===== src/design/eau_pkg.sv =====
package eau_pkg;

	localparam int unsigned NUM_REGS = 17;
	localparam int unsigned RF_AW = 5;
	localparam logic [RF_AW-1:0] SSP_SLOT = 5'd16;
	localparam logic [RF_AW-1:0] AREG_BASE = 5'd8;

	typedef enum logic {
		MODE_EA   = 1'b0,
		MODE_LOAD = 1'b1
	} mode_e;

	typedef enum logic [3:0] {
		EA_NONE   = 4'd0,
		EA_IND    = 4'd1,
		EA_POSTI  = 4'd2,
		EA_PRED   = 4'd3,
		EA_D16AN  = 4'd4,
		EA_IDXAN  = 4'd5,
		EA_ABSW   = 4'd6,
		EA_ABSL   = 4'd7,
		EA_D16PC  = 4'd8,
		EA_IDXPC  = 4'd9,
		EA_IMM    = 4'd10,
		EA_BCC    = 4'd11,
		EA_DBCC   = 4'd12
	} ea_kind_e;

	typedef struct packed {
		logic        mode;
		logic [3:0]  ea_kind;
		logic [4:0]  reg_num;
		logic [2:0]  size_bytes;
		logic        supervisor;
		logic [31:0] pc;
		logic [15:0] ext_word;
		logic [15:0] ext_word_low;
		logic [7:0]  branch_disp8;
		logic        commit_update;
		logic        ext_fault;
		logic [31:0] reg_value;
	} req_t;

	typedef struct packed {
		logic [31:0] address;
		logic [31:0] next_pc;
		logic [3:0]  cycles_added;
		logic        fault;
	} rsp_t;

	typedef struct packed {
		logic             en;
		logic [RF_AW-1:0] addr;
		logic [31:0]      data;
	} rf_wr_t;

	function automatic logic [31:0] sx16(input logic [15:0] v);
		return {{16{v[15]}}, v};
	endfunction

	function automatic logic [31:0] sx8(input logic [7:0] v);
		return {{24{v[7]}}, v};
	endfunction

	function automatic logic [RF_AW-1:0] areg_slot(input logic [2:0] r, input logic sup);
		logic [RF_AW-1:0] slot;
		slot = AREG_BASE + {2'b00, r};
		if (r == 3'd7 && sup) begin
			slot = SSP_SLOT;
		end
		return slot;
	endfunction

	function automatic logic [RF_AW-1:0] index_slot(input logic [15:0] brief, input logic sup);
		logic [RF_AW-1:0] slot;
		slot = {2'b00, brief[14:12]};
		if (brief[15]) begin
			slot = areg_slot(brief[14:12], sup);
		end
		return slot;
	endfunction

endpackage


===== src/design/eau_ifs.sv =====
interface eau_req_if;
	logic        valid;
	logic        ready;
	logic        mode;
	logic [3:0]  ea_kind;
	logic [4:0]  reg_num;
	logic [2:0]  size_bytes;
	logic        supervisor;
	logic [31:0] pc;
	logic [15:0] ext_word;
	logic [15:0] ext_word_low;
	logic [7:0]  branch_disp8;
	logic        commit_update;
	logic        ext_fault;
	logic [31:0] reg_value;

	modport source(output valid, mode, ea_kind, reg_num, size_bytes, supervisor, pc,
		ext_word, ext_word_low, branch_disp8, commit_update, ext_fault, reg_value,
		input ready);
	modport sink(input valid, mode, ea_kind, reg_num, size_bytes, supervisor, pc,
		ext_word, ext_word_low, branch_disp8, commit_update, ext_fault, reg_value,
		output ready);
endinterface

interface eau_rsp_if;
	logic        valid;
	logic        ready;
	logic [31:0] address;
	logic [31:0] next_pc;
	logic [3:0]  cycles_added;
	logic        fault;

	modport source(output valid, address, next_pc, cycles_added, fault, input ready);
	modport sink(input valid, address, next_pc, cycles_added, fault, output ready);
endinterface


===== src/design/eau_regfile.sv =====
module eau_regfile import eau_pkg::*; (
	input  logic             clk,
	input  logic             arst_n,
	input  logic             rd_en,
	input  logic [RF_AW-1:0] rd_addr_a,
	input  logic [RF_AW-1:0] rd_addr_b,
	input  rf_wr_t           wr,
	output logic [31:0]      rd_data_a,
	output logic [31:0]      rd_data_b
);

	logic [31:0]         mem [NUM_REGS];
	logic [NUM_REGS-1:0] ent_vld_q;
	logic [31:0]         dat_a_q;
	logic [31:0]         dat_b_q;
	logic                ok_a_q;
	logic                ok_b_q;

	always_ff @(posedge clk) begin
		if (wr.en) begin
			mem[wr.addr] <= wr.data;
		end
		if (rd_en) begin
			dat_a_q <= mem[rd_addr_a];
			dat_b_q <= mem[rd_addr_b];
		end
	end

	// Entries never written read as zero, which matches the reset contents.
	always_ff @(posedge clk or negedge arst_n) begin
		if (!arst_n) begin
			ent_vld_q <= '0;
			ok_a_q    <= 1'b0;
			ok_b_q    <= 1'b0;
		end else begin
			if (wr.en) begin
				ent_vld_q[wr.addr] <= 1'b1;
			end
			if (rd_en) begin
				ok_a_q <= ent_vld_q[rd_addr_a];
				ok_b_q <= ent_vld_q[rd_addr_b];
			end
		end
	end

	assign rd_data_a = ok_a_q ? dat_a_q : '0;
	assign rd_data_b = ok_b_q ? dat_b_q : '0;

endmodule


===== src/design/eau_calc.sv =====
module eau_calc import eau_pkg::*; (
	input  req_t        req,
	input  logic [31:0] base_val,
	input  logic [31:0] index_raw,
	output rsp_t        rsp,
	output rf_wr_t      wr
);

	logic [31:0]      step;
	logic [31:0]      index_val;
	logic [31:0]      base_sel;
	logic [RF_AW-1:0] slot;

	always_comb begin
		slot = areg_slot(req.reg_num[2:0], req.supervisor);
		if (req.reg_num[2:0] == 3'd7) begin
			step = (req.size_bytes == 3'd4) ? 32'd4 : 32'd2;
		end else begin
			step = {29'd0, req.size_bytes};
		end
		index_val = req.ext_word[11] ? index_raw : sx16(index_raw[15:0]);
		base_sel = (req.ea_kind == EA_D16AN || req.ea_kind == EA_IDXAN) ? base_val : req.pc;

		rsp.address      = '0;
		rsp.next_pc      = req.pc;
		rsp.cycles_added = 4'd0;
		rsp.fault        = 1'b0;
		wr.en            = 1'b0;
		wr.addr          = slot;
		wr.data          = '0;

		if (req.mode == MODE_LOAD) begin
			wr.en   = (req.reg_num <= SSP_SLOT);
			wr.addr = req.reg_num;
			wr.data = req.reg_value;
		end else begin
			case (req.ea_kind)
				EA_IND: begin
					rsp.address = base_val;
				end
				EA_POSTI: begin
					rsp.address = base_val;
					wr.en       = req.commit_update;
					wr.data     = base_val + step;
				end
				EA_PRED: begin
					rsp.address      = base_val - step;
					rsp.cycles_added = 4'd2;
					wr.en            = req.commit_update;
					wr.data          = base_val - step;
				end
				EA_D16AN, EA_D16PC, EA_DBCC: begin
					rsp.cycles_added = 4'd4;
					if (req.ext_fault) begin
						rsp.fault = 1'b1;
					end else begin
						rsp.address = base_sel + sx16(req.ext_word);
						rsp.next_pc = req.pc + 32'd2;
					end
				end
				EA_IDXAN, EA_IDXPC: begin
					rsp.cycles_added = 4'd4;
					if (req.ext_fault) begin
						rsp.fault = 1'b1;
					end else begin
						rsp.cycles_added = 4'd6;
						rsp.address = base_sel + sx8(req.ext_word[7:0]) + index_val;
						rsp.next_pc = req.pc + 32'd2;
					end
				end
				EA_ABSW: begin
					rsp.cycles_added = 4'd4;
					if (req.ext_fault) begin
						rsp.fault = 1'b1;
					end else begin
						rsp.address = sx16(req.ext_word);
						rsp.next_pc = req.pc + 32'd2;
					end
				end
				EA_ABSL: begin
					rsp.cycles_added = 4'd8;
					if (req.ext_fault) begin
						rsp.fault = 1'b1;
					end else begin
						rsp.address = {req.ext_word, req.ext_word_low};
						rsp.next_pc = req.pc + 32'd4;
					end
				end
				EA_IMM: begin
					rsp.address = req.pc;
					rsp.next_pc = req.pc + ((req.size_bytes == 3'd4) ? 32'd4 : 32'd2);
				end
				EA_BCC: begin
					if (req.branch_disp8 != 8'd0) begin
						rsp.address = req.pc + sx8(req.branch_disp8);
					end else if (req.ext_fault) begin
						rsp.fault = 1'b1;
					end else begin
						rsp.address = req.pc + sx16(req.ext_word);
						rsp.next_pc = req.pc + 32'd2;
					end
				end
				default: begin
				end
			endcase
		end
	end

endmodule


===== src/design/effective_address_unit.sv =====
// Channel  Dir  Payload
// req      in   mode, ea_kind, reg_num, size_bytes, supervisor, pc, ext_word,
//                ext_word_low, branch_disp8, commit_update, ext_fault, reg_value
// rsp      out  address, next_pc, cycles_added, fault
//
// One request is taken every cycle unless a stalled response holds stage two;
// request and register file read are registered into stage two, its result
// into rsp_q; a write in the same cycle as that read is forwarded to stage two.
// Reset clears all control state; the register file reads as zero until written.
// A stalled response holds the second stage, and req.ready drops only then.
module effective_address_unit import eau_pkg::*; (
	input logic         clk,
	input logic         arst_n,
	eau_req_if.sink     req,
	eau_rsp_if.source   rsp
);

	req_t        req_in;
	req_t        req_s1;
	logic        s1_valid_q;
	logic        s1_fire;
	logic        in_acc;
	rf_wr_t      rf_wr;
	rf_wr_t      fwd_q;
	logic [31:0] rd_a;
	logic [31:0] rd_b;
	logic [31:0] base_val;
	logic [31:0] index_raw;
	rsp_t        result;
	rsp_t        rsp_q;
	logic        rsp_valid_q;

	assign req_in = '{
		mode:          req.mode,
		ea_kind:       req.ea_kind,
		reg_num:       req.reg_num,
		size_bytes:    req.size_bytes,
		supervisor:    req.supervisor,
		pc:            req.pc,
		ext_word:      req.ext_word,
		ext_word_low:  req.ext_word_low,
		branch_disp8:  req.branch_disp8,
		commit_update: req.commit_update,
		ext_fault:     req.ext_fault,
		reg_value:     req.reg_value
	};

	assign s1_fire   = s1_valid_q && (!rsp_valid_q || rsp.ready);
	assign req.ready = !s1_valid_q || s1_fire;
	assign in_acc    = req.valid && req.ready;

	eau_regfile u_rf (
		.clk       (clk),
		.arst_n    (arst_n),
		.rd_en     (in_acc),
		.rd_addr_a (areg_slot(req.reg_num[2:0], req.supervisor)),
		.rd_addr_b (index_slot(req.ext_word, req.supervisor)),
		.wr        (rf_wr),
		.rd_data_a (rd_a),
		.rd_data_b (rd_b)
	);

	always_comb begin
		base_val = rd_a;
		if (fwd_q.en && fwd_q.addr == areg_slot(req_s1.reg_num[2:0], req_s1.supervisor)) begin
			base_val = fwd_q.data;
		end
		index_raw = rd_b;
		if (fwd_q.en && fwd_q.addr == index_slot(req_s1.ext_word, req_s1.supervisor)) begin
			index_raw = fwd_q.data;
		end
	end

	rf_wr_t calc_wr;

	eau_calc u_calc (
		.req       (req_s1),
		.base_val  (base_val),
		.index_raw (index_raw),
		.rsp       (result),
		.wr        (calc_wr)
	);

	always_comb begin
		rf_wr    = calc_wr;
		rf_wr.en = calc_wr.en && s1_fire;
	end

	always_ff @(posedge clk) begin
		if (in_acc) begin
			req_s1 <= req_in;
		end
		if (s1_fire) begin
			rsp_q <= result;
		end
	end

	// The write made at the edge where a request enters the second stage was
	// missed by its read, so it is kept until the next request enters.
	always_ff @(posedge clk or negedge arst_n) begin
		if (!arst_n) begin
			s1_valid_q  <= 1'b0;
			rsp_valid_q <= 1'b0;
			fwd_q       <= '0;
		end else begin
			if (req.ready) begin
				s1_valid_q <= req.valid;
			end
			if (s1_fire) begin
				rsp_valid_q <= 1'b1;
			end else if (rsp.ready) begin
				rsp_valid_q <= 1'b0;
			end
			if (in_acc) begin
				fwd_q <= rf_wr;
			end
		end
	end

	assign rsp.valid        = rsp_valid_q;
	assign rsp.address      = rsp_q.address;
	assign rsp.next_pc      = rsp_q.next_pc;
	assign rsp.cycles_added = rsp_q.cycles_added;
	assign rsp.fault        = rsp_q.fault;

	a_accept_fills_s1: assert property (@(posedge clk) disable iff (!arst_n)
		in_acc |=> s1_valid_q)
		else $error("accepted request did not reach the second stage");

	a_fire_drains_s1: assert property (@(posedge clk) disable iff (!arst_n)
		s1_fire && !in_acc |=> !s1_valid_q)
		else $error("second stage kept a request that already wrote back");

	a_fire_gives_rsp: assert property (@(posedge clk) disable iff (!arst_n)
		s1_fire |=> rsp.valid)
		else $error("second stage fired without a response");

	a_fwd_held: assert property (@(posedge clk) disable iff (!arst_n)
		!in_acc |=> $stable(fwd_q))
		else $error("forward record changed without a new request");

endmodule


===== src/flat_wrapper.sv =====
// flat-port wrapper written by rule: the top's interface ports become plain ports
module effective_address_unit_flat import eau_pkg::*;
  (clk, arst_n, req_valid, req_mode, req_ea_kind, req_reg_num, req_size_bytes, req_supervisor, req_pc, req_ext_word, req_ext_word_low, req_branch_disp8, req_commit_update, req_ext_fault, req_reg_value, req_ready, rsp_valid, rsp_address, rsp_next_pc, rsp_cycles_added, rsp_fault, rsp_ready);
  eau_req_if req_i ();
  eau_rsp_if rsp_i ();
  input logic clk;
  input logic arst_n;
  input wire logic [$bits(req_i.valid)-1:0] req_valid;
  input wire logic [$bits(req_i.mode)-1:0] req_mode;
  input wire logic [$bits(req_i.ea_kind)-1:0] req_ea_kind;
  input wire logic [$bits(req_i.reg_num)-1:0] req_reg_num;
  input wire logic [$bits(req_i.size_bytes)-1:0] req_size_bytes;
  input wire logic [$bits(req_i.supervisor)-1:0] req_supervisor;
  input wire logic [$bits(req_i.pc)-1:0] req_pc;
  input wire logic [$bits(req_i.ext_word)-1:0] req_ext_word;
  input wire logic [$bits(req_i.ext_word_low)-1:0] req_ext_word_low;
  input wire logic [$bits(req_i.branch_disp8)-1:0] req_branch_disp8;
  input wire logic [$bits(req_i.commit_update)-1:0] req_commit_update;
  input wire logic [$bits(req_i.ext_fault)-1:0] req_ext_fault;
  input wire logic [$bits(req_i.reg_value)-1:0] req_reg_value;
  output wire logic [$bits(req_i.ready)-1:0] req_ready;
  output wire logic [$bits(rsp_i.valid)-1:0] rsp_valid;
  output wire logic [$bits(rsp_i.address)-1:0] rsp_address;
  output wire logic [$bits(rsp_i.next_pc)-1:0] rsp_next_pc;
  output wire logic [$bits(rsp_i.cycles_added)-1:0] rsp_cycles_added;
  output wire logic [$bits(rsp_i.fault)-1:0] rsp_fault;
  input wire logic [$bits(rsp_i.ready)-1:0] rsp_ready;
  assign req_i.valid = req_valid;
  assign req_i.mode = req_mode;
  assign req_i.ea_kind = req_ea_kind;
  assign req_i.reg_num = req_reg_num;
  assign req_i.size_bytes = req_size_bytes;
  assign req_i.supervisor = req_supervisor;
  assign req_i.pc = req_pc;
  assign req_i.ext_word = req_ext_word;
  assign req_i.ext_word_low = req_ext_word_low;
  assign req_i.branch_disp8 = req_branch_disp8;
  assign req_i.commit_update = req_commit_update;
  assign req_i.ext_fault = req_ext_fault;
  assign req_i.reg_value = req_reg_value;
  assign req_ready = req_i.ready;
  assign rsp_valid = rsp_i.valid;
  assign rsp_address = rsp_i.address;
  assign rsp_next_pc = rsp_i.next_pc;
  assign rsp_cycles_added = rsp_i.cycles_added;
  assign rsp_fault = rsp_i.fault;
  assign rsp_i.ready = rsp_ready;
  effective_address_unit u_core (.clk(clk), .arst_n(arst_n), .req(req_i), .rsp(rsp_i));
endmodule

===== config.mk =====
export PLATFORM = sky130hd
export DESIGN_NAME = effective_address_unit_flat
export DESIGN_NICKNAME = d
export VERILOG_FILES = /design/src/design/eau_pkg.sv /design/src/design/eau_ifs.sv /design/src/design/eau_regfile.sv /design/src/design/eau_calc.sv /design/src/design/effective_address_unit.sv /design/src/flat_wrapper.sv
export SDC_FILE = /design/constraint.sdc
export NUM_CORES = 2
export LEC_CHECK = 0
export ABC_AREA = 1
export ABC_CLOCK_PERIOD_IN_PS = 5650
export BUFFER_PORTS_ARGS = -buffer_cell sky130_fd_sc_hd__buf_4
export CAP_MARGIN = 20
export CORE_UTILIZATION = 28
export DETAILED_ROUTE_END_ITERATION = 7
export GPL_TIMING_DRIVEN = 0
export HOLD_SLACK_MARGIN = 0.08
export PLACE_DENSITY = 0.48
export SLEW_MARGIN = 20
export SYNTH_ARGS = -nofsm -noshare
export SYNTH_HDL_FRONTEND = slang
export SYNTH_SLANG_ARGS = --single-unit

===== constraint.sdc =====
create_clock -name clk -period 5.65 [get_ports clk]
set_input_delay 1.13 -clock clk [delete_from_list [all_inputs] [get_ports clk]]
set_output_delay 1.13 -clock clk [all_outputs]
set_load 0.005 [all_outputs]

==> flow_summary.yaml <==
power_and_ir_drop:
  ir_drop_mv: 0.2612
  post-layout-total-power_mw: 18.74
  power.density_nw_per_um2: 317.2
  cellLeakagePower_nw: 22.54
global_routing:
  grt_start_max_net_pins: 94
  wire_length_of_the_first_global_routing_pass_um: 322900
  first_global_vias: 43890
  grt_antenna_before_repair: 4
  grtUsageTotal: 0.2495
  globalRoute.totalOverflow: 0
worst_setup_path:
  setup.worst_path.start_class: "flip-flop"
  crit_path_max_fanout: 10
  endpoint_kind: "flip-flop"
  critPathArrivalTime_ns: 5.90
  required_ns: 6.02
  path_class: "flip-flop to flip-flop"
die:
  dieArea_um2: 180700
  floorplan.die.height_um: 425.1
  rows: 154
  chipWidth_um: 425.1
  initial_utilization: 0.2833
  floorplan.io_pins: 195
  placeable_core_region_um2: 176900
clocking:
  clkSlewWorstSetupHoldPaths_ns: 0.06
  clk_root_buffer_cell: "sky130_fd_sc_hd__clkbuf_16"
  clock_latency_late_sink_ns: 0.75
  cts_hold_repair.buffers: 0
  cts-htree-levels: 3
  clock_sink_count: 855
  cts_made_buffers: 94
  clockBufferDepth: 3
  tritoncts: "built"
drt:
  drt_iter0_markers: 5377
  route.vias.total: 46050
  wl_um: 231100
  drt_drc_violations_left: 0
  drt_pre_antenna_iters: 8
  antenna_violating_nets_post_route: 0
  wire_per_inst_um: 27.16
  average_via_count_per_standard_cell: 5.411
timing:
  fin_skew_ns: 0.06510
  report.final.hold_viol_count: 0
  setup_viol_count_final: 0
  min_period_over_period: 0.9787
  setup_repair_after_global_routing_missed_its_margin: "false"
  min_period_ns: 5.530
  hold-worst-slack_ns: 0.4574
  final-max-slew-violation-count: 0
  worstMarginPinSlew_ns: 1.152
  timing.fmax_ghz: 0.1808
  max-slew-margin-rel: 0.2323
run:
  cap_viol_max_count: 0
finish:
  area_of_combinational_cells_with_multiple_inputs_um2: 22260
  synthToLayoutAreaGrowth_pct: 17.87
  final_nets: 6386
  end_of_flow_core_utilization: 0.3340
  area.sequential_um2: 25380
  stdcell_area_um2: 59070
  count_of_fill_cells_added_during_filler_insertion: 18430
  layout-drive-gt1-share: 0.1118
logic_synthesis:
  synth_ff_type: "sky130_fd_sc_hd__edfxtp_1"
  synth.distinct_cells: 71
  syn_nets: 6040
  synth.most_common_cell: "sky130_fd_sc_hd__nand2_1"
  yosys_register_bits: 855
  number_of_flops_mapped_to_enable_cells_by_yosys: 796
  syn_avg_cell_area_um2: 8.724
  synth-warning-count: 0
  syn-cell-area_um2: 50120
  synth_sequential_area_ratio: 0.5064
  synth.top_cells.by_count: "1,165 x sky130_fd_sc_hd__nand2_1, 796 x sky130_fd_sc_hd__edfxtp_1, 668 x sky130_fd_sc_hd__nor2_1, 598 x sky130_fd_sc_hd__o21ai_0, 478 x sky130_fd_sc_hd__inv_1"
  synthDominantAreaCellType: "sky130_fd_sc_hd__edfxtp_1"
  postSynthCellCount: 5745
  area_share_of_the_largest_cell_type_after_synthesis: 0.4769
  synth-async-reset-ratio: 0.06901
  synth.area.top_cells: "sky130_fd_sc_hd__edfxtp_1 48%, sky130_fd_sc_hd__nand2_1 8.7%, sky130_fd_sc_hd__o21ai_0 6.0%"
place:
  detailed_place_hpwl_um: 180700
  gpl.final_weighted_congestion: 1.029
  dpl_cell_area_um2: 55650
  io_buffers: 193
run_status:
  status: "completed"
worst_hold_path:
  min_path_type: "input pin to asynchronous set/reset pin"
through the flow:
stage	instances	TNS (ns)	setup slack, ns
final	8510	0	0.1205
after global routing	8509	0	0.009765
after global placement	8278	-1549.62	-2.812
after detailed placement	8323	-20.78	-1.241
after CTS	8502	0	0.0008766
after floorplan	5745	0	0.6073
cell type report:
type,instances,share of cell area
flip-flops and latches,855,0.4296
multi-input cells,4144,0.3768
well taps,2340,0.04956
clock buffers,118,0.04187
repair buffers,250,0.04020
inverters,498,0.03175
plain buffers,248,0.01815
clock inverters,56,0.01201
diodes,1,0.00004236
cell usage in the layout (no fill, tap or decap), types with 19 or more instances in the layout:
cell type / instances
sky130_fd_sc_hd__nand2_1: 1163
sky130_fd_sc_hd__edfxtp_1: 796
sky130_fd_sc_hd__nor2_1: 640
sky130_fd_sc_hd__o21ai_0: 561
sky130_fd_sc_hd__inv_1: 476
sky130_fd_sc_hd__nand3_1: 417
sky130_fd_sc_hd__a21oi_1: 305
sky130_fd_sc_hd__clkbuf_1: 210
sky130_fd_sc_hd__buf_4: 209
sky130_fd_sc_hd__ha_1: 133
sky130_fd_sc_hd__o22ai_1: 125
sky130_fd_sc_hd__o211ai_1: 125
sky130_fd_sc_hd__clkbuf_16: 95
sky130_fd_sc_hd__or2_2: 60
sky130_fd_sc_hd__dfrtp_1: 59
sky130_fd_sc_hd__nand4_1: 48
sky130_fd_sc_hd__nor2_2: 44
sky130_fd_sc_hd__o21ai_1: 42
sky130_fd_sc_hd__o221ai_1: 42
sky130_fd_sc_hd__nor3_1: 41
sky130_fd_sc_hd__fa_1: 38
sky130_fd_sc_hd__nand2_2: 34
sky130_fd_sc_hd__a31oi_1: 30
sky130_fd_sc_hd__nor2_4: 28
sky130_fd_sc_hd__buf_2: 23
sky130_fd_sc_hd__buf_6: 23
sky130_fd_sc_hd__nand3b_1: 21
sky130_fd_sc_hd__clkinv_1: 19
where the power goes:
part / internal (mW) / switching (mW) / leakage (nW)
combinational: 1.34 / 3.32 / 12.9
clock: 3.68 / 2.79 / 1.54
sequential: 7.33 / 0.289 / 8.08
total: 12.3 / 6.39 / 22.5
critical path, cell delays in order, from the launching register on:
cell	delay, ns
sky130_fd_sc_hd__edfxtp_1	0.37
sky130_fd_sc_hd__inv_1	0.09
sky130_fd_sc_hd__nor2_2	0.16
sky130_fd_sc_hd__inv_2	0.10
sky130_fd_sc_hd__nor2_2	0.32
sky130_fd_sc_hd__inv_2	0.16
sky130_fd_sc_hd__clkbuf_1	0.30
sky130_fd_sc_hd__o21ai_0	0.72
sky130_fd_sc_hd__fa_1	0.54
sky130_fd_sc_hd__ha_1	0.40
sky130_fd_sc_hd__nand2_1	0.15
sky130_fd_sc_hd__nor2_1	0.25
sky130_fd_sc_hd__nand2_1	0.09
sky130_fd_sc_hd__o21ai_1	0.32
sky130_fd_sc_hd__a21oi_1	0.13
sky130_fd_sc_hd__or2_2	0.29
sky130_fd_sc_hd__nand3_1	0.11
sky130_fd_sc_hd__o21ai_0	0.13
sky130_fd_sc_hd__nor2_1	0.30
sky130_fd_sc_hd__a21oi_1	0.25
kinds of logic after synthesis:
family                     synth area share
AOI/OAI and AO/OA                    0.1601
xor gates and xnor gates           0.004718
adders and majority gates           0.04838
buffers and inverters               0.05829
DFF                                  0.5064
muxes                             0.0004244
other                            0.00007483
and+or+nand+nor                      0.2216
sequential cells by signal, indices dropped and copies added (netlist names):
signal,cells
u_core.s1_valid_q,1
u_core.u_rf.mem,544
u_core.u_rf.ent_vld_q,17
u_core.req_s1,120
u_core.rsp.cycles_added,3
u_core.rsp.address,32
u_core.rsp.next_pc,32
u_core.u_rf.dat_b_q,32
u_core.fwd_q,38
u_core.u_rf.dat_a_q,32
u_core.u_rf.ok_b_q,1
u_core.rsp.valid,1
u_core.u_rf.ok_a_q,1
u_core.rsp.fault,1
metal layers:
layer,global-route usage,share of wire,up-vias,wire length [um]
li1,-,-,20900,-
met5,0,0.000056,-,13
met2,0.4148,0.47,2263,109100
met3,0.03666,0.070,478,16100
met1,0.3158,0.40,22410,93310
met4,0.1219,0.054,2,12570
worst paths after layout:
| kind | startpoint | end | slack [ns] | cells after the start |
|---|---|---|---|---|
| max | u_core.req_s1[117]$_DFFE_PP_ | u_core.rsp.address[19]$_SDFFCE_PP0P_ | 0.12 | 19 |
| min reg2reg | u_core.u_rf.ent_vld_q[5]$_DFFE_PN0P_ | u_core.u_rf.ent_vld_q[5]$_DFFE_PN0P_ | 0.46 | 2 |
| max reg2reg | u_core.req_s1[117]$_DFFE_PP_ | u_core.rsp.address[19]$_SDFFCE_PP0P_ | 0.12 | 19 |
| min in group clk | u_core.u_rf.ent_vld_q[5]$_DFFE_PN0P_ | u_core.u_rf.ent_vld_q[5]$_DFFE_PN0P_ | 0.46 | 2 |
| max in group asynchronous | arst_n | u_core.u_rf.ent_vld_q[3]$_DFFE_PN0P_ | 4.48 | 1 |
| min | arst_n | u_core.fwd_q[30]$_DFFE_PN0P_ | 0.46 | 1 |
what timing repair did:
action / 4_1_cts / 5_1_grt
pin swaps: 1 / 4
setup buffers: 5 / 6
resized for setup: 35 / 52
endpoints found under the setup margin: 28 / 100
Note: power is estimated with default switching activity, not from simulation.
